File: config.mk
export PLATFORM = sky130hd
export DESIGN_NAME = arp_address_resolver
export DESIGN_NICKNAME = d
export VERILOG_FILES = /design/src/rtl/arpr_pkg.sv /design/src/rtl/arp_address_resolver.sv /design/src/rtl/arpr_in_stage.sv /design/src/rtl/arpr_core.sv /design/src/rtl/arpr_out_stage.sv
export VERILOG_INCLUDE_DIRS = /design/src /design/src/rtl
export SDC_FILE = /design/constraint.sdc
export NUM_CORES = 1
export LEC_CHECK = 0
export ABC_CLOCK_PERIOD_IN_PS = 5000
export BUFFER_PORTS_ARGS = -buffer_cell sky130_fd_sc_hd__buf_2
export CAP_MARGIN = 20
export CORE_ASPECT_RATIO = 0.8
export CORE_MARGIN = 10
export CORE_UTILIZATION = 35
export CTS_CLUSTER_SIZE = 24
export DETAILED_ROUTE_END_ITERATION = 10
export GPL_TIMING_DRIVEN = 0
export PLACE_DENSITY = 0.67
export SYNTH_ARGS = -nofsm -noshare
export SYNTH_HDL_FRONTEND = slang
export SYNTH_SLANG_ARGS = --single-unit
File: constraint.sdc
create_clock -name clk -period 5 [get_ports clk]
set_clock_uncertainty 0.05 [all_clocks]
set_input_delay 0.5 -clock clk [delete_from_list [all_inputs] [get_ports clk]]
set_output_delay 0.5 -clock clk [all_outputs]
set_load 0.005 [all_outputs]
File: src/rtl/assert_macros.svh
// Assertion macros shared by the resolver RTL.
// Included by the top level; no other dependencies.
`ifndef ASSERT_MACROS_SVH
`define ASSERT_MACROS_SVH

// Clocked check, disabled while reset is high.
`define ARPR_ASSERT(lbl, ck, rs, prp, msg) \
  lbl: assert property (@(posedge ck) disable iff (rs) prp) else $error(msg);

// Clocked check that also holds across reset.
`define ARPR_ASSERT_ALWAYS(lbl, ck, prp, msg) \
  lbl: assert property (@(posedge ck) prp) else $error(msg);

`endif

File: src/rtl/arpr_pkg.sv
// Shared types and constants of the ARP address resolver.
// No dependencies; imported by every resolver module.
package arpr_pkg;

  // Frame acceptance limits
  localparam logic [7:0]  MAX_FRAMES      = 8'd64;
  localparam logic [10:0] MIN_FRAME_BYTES = 11'd42;
  localparam logic [15:0] ETYPE_ARP       = 16'h0806;
  localparam logic [15:0] OP_REPLY        = 16'd2;
  localparam logic [15:0] TIMEOUT_RESET   = 16'd1000;

  // Stream widths (fields packed from bit 0, padded to whole bytes)
  localparam int unsigned IN_DATA_W  = 160;
  localparam int unsigned IN_USER_W  = 2;
  localparam int unsigned OUT_DATA_W = 168;
  localparam int unsigned CFG_IDX_W  = 2;
  localparam int unsigned CFG_DATA_W = 48;

  // Configuration register indexes
  localparam logic [CFG_IDX_W-1:0] CFG_LOCAL_IP  = 2'd0;
  localparam logic [CFG_IDX_W-1:0] CFG_LOCAL_MAC = 2'd1;
  localparam logic [CFG_IDX_W-1:0] CFG_TIMEOUT   = 2'd2;

  typedef enum logic [1:0] {
    ACT_RESOLVE  = 2'd0,
    ACT_FRAME    = 2'd1,
    ACT_TICK     = 2'd2,
    ACT_LINK_ERR = 2'd3
  } action_t;

  typedef enum logic [1:0] {
    ST_OK      = 2'd0,
    ST_UNREACH = 2'd1,
    ST_LINK    = 2'd2,
    ST_BUSY    = 2'd3
  } status_t;

  typedef enum logic {
    KIND_REQUEST = 1'b0,
    KIND_ANSWER  = 1'b1
  } kind_t;

  typedef struct packed {
    action_t     action;
    logic [31:0] query_ip;
    logic [10:0] frame_length;
    logic [15:0] frame_ethertype;
    logic [15:0] frame_opcode;
    logic [31:0] frame_sender_ip;
    logic [47:0] frame_sender_mac;
  } item_t;

  typedef struct packed {
    kind_t       kind;
    status_t     status;
    logic [47:0] resolved_mac;
    logic [31:0] request_target_ip;
    logic [47:0] request_sender_mac;
    logic [31:0] request_sender_ip;
  } result_t;

  // Core status seen by the top level
  typedef struct packed {
    logic        waiting;
    logic [15:0] ticks_left;
  } core_stat_t;

endpackage

File: src/rtl/arp_address_resolver.sv
// ARP address resolver with a one-entry cache.
// Input stream (s_axis_*): one beat per event; tuser carries the action
// (resolve, received frame, timer tick, link error), tdata the query IP
// and the parsed header fields of a received frame.
// Output stream (m_axis_*): zero or one beat per input beat; tuser is the
// kind (ARP request to transmit, or resolution answer), tdata the status,
// resolved MAC and request fields.
// Config channel (cfg_*): register index and data, always ready. The user
// must see that it is written only while the block is idle; the block does not enforce this.
// A result beat is presented on m_axis after its input beat passes the input
// register and then the result register.
// Throughput: one beat per cycle while the receiver does not stall; the wait
// state and cache update as an item leaves the input register.
// Reset clears the wait state, the cache and both stage valids; the
// timeout register returns to 1000 ticks.
// When the receiver stalls, the result register holds, the input register
// fills with one more beat and then s_axis_tready drops.
// Depends on arpr_pkg, assert_macros.svh, arpr_in_stage, arpr_core and arpr_out_stage.
module arp_address_resolver (
  input  logic                              clk,
  input  logic                              rst,
  input  logic                              s_axis_tvalid,
  output logic                              s_axis_tready,
  // query_ip[31:0], frame_length[42:32], frame_ethertype[58:43],
  // frame_opcode[74:59], frame_sender_ip[106:75],
  // frame_sender_mac[154:107], zero pad
  input  logic [arpr_pkg::IN_DATA_W-1:0]    s_axis_tdata,
  // action[1:0]
  input  logic [arpr_pkg::IN_USER_W-1:0]    s_axis_tuser,
  output logic                              m_axis_tvalid,
  input  logic                              m_axis_tready,
  // status[1:0], resolved_mac[49:2], request_target_ip[81:50],
  // request_sender_mac[129:82], request_sender_ip[161:130], zero pad
  output logic [arpr_pkg::OUT_DATA_W-1:0]   m_axis_tdata,
  // kind[0]
  output logic                              m_axis_tuser,
  input  logic                              cfg_valid,
  output logic                              cfg_ready,
  input  logic [arpr_pkg::CFG_IDX_W-1:0]    cfg_index,
  input  logic [arpr_pkg::CFG_DATA_W-1:0]   cfg_data
);
  import arpr_pkg::*;

  logic       item_vld;
  item_t      item;
  logic       go;
  logic       res_vld;
  result_t    res;
  core_stat_t core_stat;
  logic       out_free;

  assign cfg_ready = 1'b1;

  // Item moves on when the result register can take its beat
  assign go = item_vld && out_free;

  arpr_in_stage u_in (
    .clk           (clk),
    .rst           (rst),
    .s_axis_tvalid (s_axis_tvalid),
    .s_axis_tready (s_axis_tready),
    .s_axis_tdata  (s_axis_tdata),
    .s_axis_tuser  (s_axis_tuser),
    .take          (go),
    .item_vld      (item_vld),
    .item          (item)
  );

  arpr_core u_core (
    .clk       (clk),
    .rst       (rst),
    .cfg_we    (cfg_valid && cfg_ready),
    .cfg_index (cfg_index),
    .cfg_data  (cfg_data),
    .item_vld  (item_vld),
    .item      (item),
    .go        (go),
    .res_vld   (res_vld),
    .res       (res),
    .stat      (core_stat)
  );

  arpr_out_stage u_out (
    .clk           (clk),
    .rst           (rst),
    .load          (go && res_vld),
    .res           (res),
    .out_free      (out_free),
    .m_axis_tvalid (m_axis_tvalid),
    .m_axis_tready (m_axis_tready),
    .m_axis_tdata  (m_axis_tdata),
    .m_axis_tuser  (m_axis_tuser)
  );

  // Checks
  `include "assert_macros.svh"

  `ARPR_ASSERT_ALWAYS(a_reset_idle, clk, rst |=> !m_axis_tvalid && !core_stat.waiting, "reset did not idle the block")
  `ARPR_ASSERT(a_stall_blocks_input, clk, rst, item_vld && m_axis_tvalid && !m_axis_tready |-> !s_axis_tready, "input taken while both stages full")
  `ARPR_ASSERT(a_request_starts_wait, clk, rst, go && res_vld && res.kind == KIND_REQUEST |=> core_stat.waiting, "request sent without entering wait")
  `ARPR_ASSERT(a_wait_has_ticks, clk, rst, core_stat.waiting |-> core_stat.ticks_left != 16'd0, "waiting with no ticks left")

endmodule

File: src/rtl/arpr_in_stage.sv
// Input register of the resolver: captures one stream beat and unpacks it.
// Depends on arpr_pkg.
module arpr_in_stage (
  input  logic                              clk,
  input  logic                              rst,
  input  logic                              s_axis_tvalid,
  output logic                              s_axis_tready,
  // query_ip, frame_length, frame_ethertype, frame_opcode,
  // frame_sender_ip, frame_sender_mac, zero pad
  input  logic [arpr_pkg::IN_DATA_W-1:0]    s_axis_tdata,
  // action
  input  logic [arpr_pkg::IN_USER_W-1:0]    s_axis_tuser,
  input  logic                              take,
  output logic                              item_vld,
  output arpr_pkg::item_t                   item
);
  import arpr_pkg::*;

  // Register is free when empty or drained this cycle
  assign s_axis_tready = !item_vld || take;

  always_ff @(posedge clk) begin
    if (rst) begin
      item_vld <= 1'b0;
    end else if (s_axis_tready) begin
      item_vld <= s_axis_tvalid;
    end
  end

  // Payload capture, no reset needed
  always_ff @(posedge clk) begin
    if (s_axis_tready && s_axis_tvalid) begin
      item.action           <= action_t'(s_axis_tuser);
      item.query_ip         <= s_axis_tdata[31:0];
      item.frame_length     <= s_axis_tdata[42:32];
      item.frame_ethertype  <= s_axis_tdata[58:43];
      item.frame_opcode     <= s_axis_tdata[74:59];
      item.frame_sender_ip  <= s_axis_tdata[106:75];
      item.frame_sender_mac <= s_axis_tdata[154:107];
    end
  end

endmodule

File: src/rtl/arpr_core.sv
// Resolver core: config registers, wait state, one-entry cache and the
// single-pass decision logic. Depends on arpr_pkg.
module arpr_core (
  input  logic                               clk,
  input  logic                               rst,
  input  logic                               cfg_we,
  input  logic [arpr_pkg::CFG_IDX_W-1:0]     cfg_index,
  input  logic [arpr_pkg::CFG_DATA_W-1:0]    cfg_data,
  input  logic                               item_vld,
  input  arpr_pkg::item_t                    item,
  input  logic                               go,
  output logic                               res_vld,
  output arpr_pkg::result_t                  res,
  output arpr_pkg::core_stat_t               stat
);
  import arpr_pkg::*;

  logic [31:0] local_ip;
  logic [47:0] local_mac;
  logic [15:0] timeout_ticks;

  logic        waiting,    waiting_next;
  logic [31:0] pending_ip, pending_ip_next;
  logic [15:0] ticks_left, ticks_left_next;
  logic [7:0]  frames_seen, frames_seen_next;
  logic [31:0] cache_ip,   cache_ip_next;
  logic [47:0] cache_mac,  cache_mac_next;

  logic        has_res;
  logic [7:0]  frames_inc;
  logic        cache_hit;
  logic        reply_match;

  // Configuration writes
  always_ff @(posedge clk) begin
    if (rst) begin
      local_ip      <= '0;
      local_mac     <= '0;
      timeout_ticks <= TIMEOUT_RESET;
    end else if (cfg_we) begin
      unique case (cfg_index)
        CFG_LOCAL_IP:  local_ip      <= cfg_data[31:0];
        CFG_LOCAL_MAC: local_mac     <= cfg_data[47:0];
        CFG_TIMEOUT:   timeout_ticks <= cfg_data[15:0];
        default:       ;
      endcase
    end
  end

  assign frames_inc  = frames_seen + 8'd1;
  assign cache_hit   = (cache_ip != '0) && (cache_ip == item.query_ip);
  assign reply_match = (item.frame_length >= MIN_FRAME_BYTES) &&
                       (item.frame_ethertype == ETYPE_ARP) &&
                       (item.frame_opcode == OP_REPLY) &&
                       (item.frame_sender_ip == pending_ip);

  // Decision logic for the item in the input register
  always_comb begin
    has_res          = 1'b0;
    res              = '0;
    waiting_next     = waiting;
    pending_ip_next  = pending_ip;
    ticks_left_next  = ticks_left;
    frames_seen_next = frames_seen;
    cache_ip_next    = cache_ip;
    cache_mac_next   = cache_mac;
    unique case (item.action)
      ACT_RESOLVE: begin
        has_res = 1'b1;
        if (waiting) begin
          res.kind   = KIND_ANSWER;
          res.status = ST_BUSY;
        end else if (cache_hit) begin
          res.kind         = KIND_ANSWER;
          res.status       = ST_OK;
          res.resolved_mac = cache_mac;
        end else begin
          waiting_next           = 1'b1;
          pending_ip_next        = item.query_ip;
          ticks_left_next        = (timeout_ticks != '0) ? timeout_ticks : 16'd1;
          frames_seen_next       = '0;
          res.kind               = KIND_REQUEST;
          res.status             = ST_OK;
          res.request_target_ip  = item.query_ip;
          res.request_sender_mac = local_mac;
          res.request_sender_ip  = local_ip;
        end
      end
      ACT_FRAME: begin
        if (waiting) begin
          if (reply_match) begin
            has_res          = 1'b1;
            cache_ip_next    = pending_ip;
            cache_mac_next   = item.frame_sender_mac;
            waiting_next     = 1'b0;
            res.kind         = KIND_ANSWER;
            res.status       = ST_OK;
            res.resolved_mac = item.frame_sender_mac;
          end else begin
            frames_seen_next = frames_inc;
            if (frames_inc >= MAX_FRAMES) begin
              has_res      = 1'b1;
              waiting_next = 1'b0;
              res.kind     = KIND_ANSWER;
              res.status   = ST_UNREACH;
            end
          end
        end
      end
      ACT_TICK: begin
        if (waiting) begin
          if (ticks_left > 16'd1) begin
            ticks_left_next = ticks_left - 16'd1;
          end else begin
            has_res         = 1'b1;
            ticks_left_next = '0;
            waiting_next    = 1'b0;
            res.kind        = KIND_ANSWER;
            res.status      = ST_UNREACH;
          end
        end
      end
      ACT_LINK_ERR: begin
        if (waiting) begin
          has_res      = 1'b1;
          waiting_next = 1'b0;
          res.kind     = KIND_ANSWER;
          res.status   = ST_LINK;
        end
      end
      default: ;
    endcase
  end

  assign res_vld = item_vld && has_res;

  // State update when the item leaves the input register
  always_ff @(posedge clk) begin
    if (rst) begin
      waiting     <= 1'b0;
      pending_ip  <= '0;
      ticks_left  <= '0;
      frames_seen <= '0;
      cache_ip    <= '0;
      cache_mac   <= '0;
    end else if (go) begin
      waiting     <= waiting_next;
      pending_ip  <= pending_ip_next;
      ticks_left  <= ticks_left_next;
      frames_seen <= frames_seen_next;
      cache_ip    <= cache_ip_next;
      cache_mac   <= cache_mac_next;
    end
  end

  assign stat.waiting    = waiting;
  assign stat.ticks_left = ticks_left;

endmodule

File: src/rtl/arpr_out_stage.sv
// Output register of the resolver: holds one result beat for the receiver.
// Depends on arpr_pkg.
module arpr_out_stage (
  input  logic                              clk,
  input  logic                              rst,
  input  logic                              load,
  input  arpr_pkg::result_t                 res,
  output logic                              out_free,
  output logic                              m_axis_tvalid,
  input  logic                              m_axis_tready,
  // status, resolved_mac, request_target_ip, request_sender_mac,
  // request_sender_ip, zero pad
  output logic [arpr_pkg::OUT_DATA_W-1:0]   m_axis_tdata,
  // kind
  output logic                              m_axis_tuser
);
  import arpr_pkg::*;

  // Free when empty or being taken this cycle
  assign out_free = !m_axis_tvalid || m_axis_tready;

  always_ff @(posedge clk) begin
    if (rst) begin
      m_axis_tvalid <= 1'b0;
    end else if (out_free) begin
      m_axis_tvalid <= load;
    end
  end

  // Pack the result beat
  always_ff @(posedge clk) begin
    if (load && out_free) begin
      m_axis_tuser          <= res.kind;
      m_axis_tdata[1:0]     <= res.status;
      m_axis_tdata[49:2]    <= res.resolved_mac;
      m_axis_tdata[81:50]   <= res.request_target_ip;
      m_axis_tdata[129:82]  <= res.request_sender_mac;
      m_axis_tdata[161:130] <= res.request_sender_ip;
      m_axis_tdata[167:162] <= '0;
    end
  end

endmodule
==> summary.md <==
| Metric | Value |
|---|---|
| Leakage power | `10.0 nW` |
| Final hold vios | `0` |
| Slew Viols, Final | `0` |
| Clk_lat worst skew | `just over 600 ps` |
| Synth top area cells | `edfxtp_1 44%, dfxtp_1 22%, a21oi_1 4.8%` |
| Max Cap Violations | `0` |
| Worst-Margin Slew | `between 900 and 1000 ps` |
| Power density over the cells | `361 mW/mm²` |
| Placer Congestion | `0.892` |
| ANT nets after route | `0` |
| CTS tree | `built` |
| WHS Path Cells | `1` |
| Core Util, Final | `0.456` |
| Share of flip-flops with an asynchronous set or reset | `0` |
| Die W | `298 µm` |
| Reg area | `between 0.01 and 0.015 mm²` |
| Startpoint Class | `register` |
| Drt drc | `0` |
| Most common cell after layout, fill and taps aside | `buf_2` |
| Die height | `242 µm` |
| Area Overhead vs Synth | `29.0%` |
| Post-Synthesis Cell Area | `0.0216 mm²` |
| Via density | `5.21` |
| Worst EP arrival | `4280 ps` |
| Clk buf depth | `3` |
| # setup viols final | `0` |
| Outcome | `completed` |
| Clock-pin slew on the worst setup and hold paths | `60 ps` |
| Port Buffer Count | `374` |
| Num Clock Sinks | `around 550` |
| Fin crit share | `0.811` |
| Synth Register Bits | `554` |
| Ys flop type | `edfxtp_1` |
| Combinational share of power | `0.067` |
| Layout Cells excl Fill | `3317` |
| Vias in the first global route | `17428` |
| Initial core utilization | `0.353` |
| Synth top area share | `0.444` |
| Hold Crit Class | `input pin to register` |
| Final HPWL DP | `just over 50000 µm` |
| Row count | `81` |
| Initial antenna violation count | `4` |
| Switch share | `0.231` |
| Clock root cell | `clkbuf_16` |
| FMAX | `247 MHz` |
| Peak VDD IR | `0.276 mV` |
| Placed cell area | `0.0246 mm²` |
| FF-to-FF Start | `u_core.frames_seen[0]` |
| CP Max Fanout | `63` |
| Gr usage total | `0.187` |
| Num CTS Buffers | `56` |
| Syn Inst Count | `1865` |
| Critical Path RT | `5220 ps` |
| Post-synth top area cell | `edfxtp_1` |
| End of the worst hold path | `u_in.item[6]` |
| Routed length per instance | `21.3 µm` |
| First-pass GRT wire length | `106000 µm` |
| Pre-antenna DRT Iters | `6` |
| Most frequent cells in the layout | `387 x buf_2, 319 x edfxtp_1, 256 x nand2_1` |
| Layout cells sized above 1 | `0.206` |
| EDFF count, synth | `319` |
| FF-to-FF setup slack | `950 ps` |
| Switching power of the nets | `2.32 mW` |
| 1st-iter DRT viols | `1498` |
| Worst hold start | `s_axis_tdata[113]` |
| Via count | `17275` |
| Finished Cell Area | `0.0279 mm²` |
| Part of the power in the clock network | `0.430` |
| Routed wire length | `just over 70000 µm` |
| RSZ-0062 raised after global routing | `false` |
| Fin Setup TNS | `0 ps` |
| Gr ovfl total | `0` |
| Cells on worst reg2reg path | `9` |
| H-tree levels | `2` |
| Largest net degree at the start of global routing | `73` |
| Mean area per synthesized cell | `~12 µm²` |
| Core ar. | `0.0611 mm²` |
| Fin nets | `2661` |
| Seq/Total Area, Yosys | `0.662` |
| RR Endpoint | `u_out.m_axis_tdata[42]` |
| Multi-input gate area in the final layout | `0.00659 mm²` |
| Slew headroom | `0.362` |
| Fillcell total | `5657` |
| Cells after DPL | `~3100` |
| Top Ports | `389` |
| Internal Dissipation | `7.73 mW` |
| Die area | `0.0721 mm²` |
| Min Tclk post-route | `4050 ps` |
| Yosys warnings | `0` |
| Crit path kind | `register to register` |
| Synth cell types | `65` |
| Hold Worst Slack | `31.7 ps` |
| Reg power frac | `0.503` |
| CP Capture Type | `register` |
[cells in the mapped netlist (3+ instances only)]
library cell / count
xnor2_1: 28
edfxtp_1: 319
nor3_1: 16
o21ai_1: 24
and2_1: 117
nand2_1: 256
o311ai_1: 6
buf_6: 11
nor2_1: 23
nor2b_1: 4
nand4_1: 136
a21oi_1: 206
nand3_1: 18
or4_1: 7
o21ai_0: 92
inv_1: 14
a211oi_1: 3
xor2_1: 39
nor4_1: 38
buf_1: 8
ha_1: 7
nand3b_1: 3
o32ai_1: 12
clkbuf_1: 106
buf_4: 8
dfxtp_1: 235
and3_1: 3
a22o_1: 49
or2_2: 4
o31ai_1: 4
nor4b_1: 6
buf_2: 13
[flip-flops by register name, indices dropped and copies added (netlist names)]
register,count
u_core.waiting,1
u_core.local_mac,48
u_core.cache_mac,48
u_out.m_axis_tvalid,1
u_out.m_axis_tdata,162
u_core.timeout_ticks,16
u_core.frames_seen,8
u_core.cache_ip,32
u_out.m_axis_tuser,1
u_in.item,156
u_core.ticks_left,16
u_core.pending_ip,32
u_core.local_ip,32
u_in.item_vld,1
[per-stage QoR]
stage / total power, mW / setup WS [ps]
2_1_floorplan: 5.43 / 209
3_3_place_gp: 5.73 / -1800
3_5_place_dp: 5.74 / 851
4_1_cts: 10.1 / 979
5_1_grt: 10.4 / 631
6_report: 10.0 / 946
[worst max-delay path, cell delays in order (launching register included)]
cell	delay (ps)
dfxtp_1	410
ha_1	210
nand3_1	170
or2_2	370
a311oi_1	610
nor3_1	90
a21oi_1	260
a31o_4	790
buf_16	360
buf_16	330
[worst max path at each step]
stage / start / endpoint / depth (start not counted)
after floorplan: m_axis_tready / u_in.item[0] / 3
after global placement: m_axis_tready / u_in.item[90] / 4
after detailed placement: m_axis_tready / u_out.m_axis_tdata[98] / 8
after CTS: u_core.frames_seen[0] / u_out.m_axis_tdata[117] / 9
after global routing: u_core.frames_seen[0] / u_out.m_axis_tdata[42] / 9
final: u_core.frames_seen[0] / u_out.m_axis_tdata[42] / 9
[cells by family after synthesis]
kind of cell | share of synthesized area
AOI/OAI and AO/OA | 0.112
xor gates and xnor gates | 0.0272
adders and majority gates | 0.00406
buffers and inverters | 0.0344
DFF | 0.662
muxes | 0.000927
other | 0.000348
and+or+nand+nor | 0.159
[area by class of cell]
cell class                      instances  share of cell area
Multi-Input combinational cell       1153               0.237
Inverter                               15             0.00202
Tap cell                              830              0.0373
Clock buffer                           68              0.0534
Clock inverter                         37              0.0146
Timing Repair Buffer                  509               0.118
Sequential cell                       554               0.513
Antenna cell                            3            0.000270
Buffer                                148              0.0247
[layer usage]
metal  GRT usage  share of wire  wire length, µm
met1       0.244           0.42            29900
met2       0.314           0.48            33800
met3      0.0394          0.076             5330
met4      0.0467          0.021             1490
met5           0        0.00016               11
[power groups by stage]
stage	registers [mW]	logic [mW]	clock network, mW
final	5.06	0.671	4.32
after global routing	5.07	0.733	4.62
after CTS	5.06	0.666	4.42
after detailed placement	5.15	0.582	0
after global placement	5.17	0.564	0
after floorplan	5.13	0.303	0
[timing repair]
action                                  4_1_cts  5_1_grt
hold buffers                                131        0
endpoints found under the setup margin        0        0
hold endpoints to repair                    131        0
gates resized for setup                       0        0
buffers inserted                              0        0
Power figures use the tool's default switching activity.
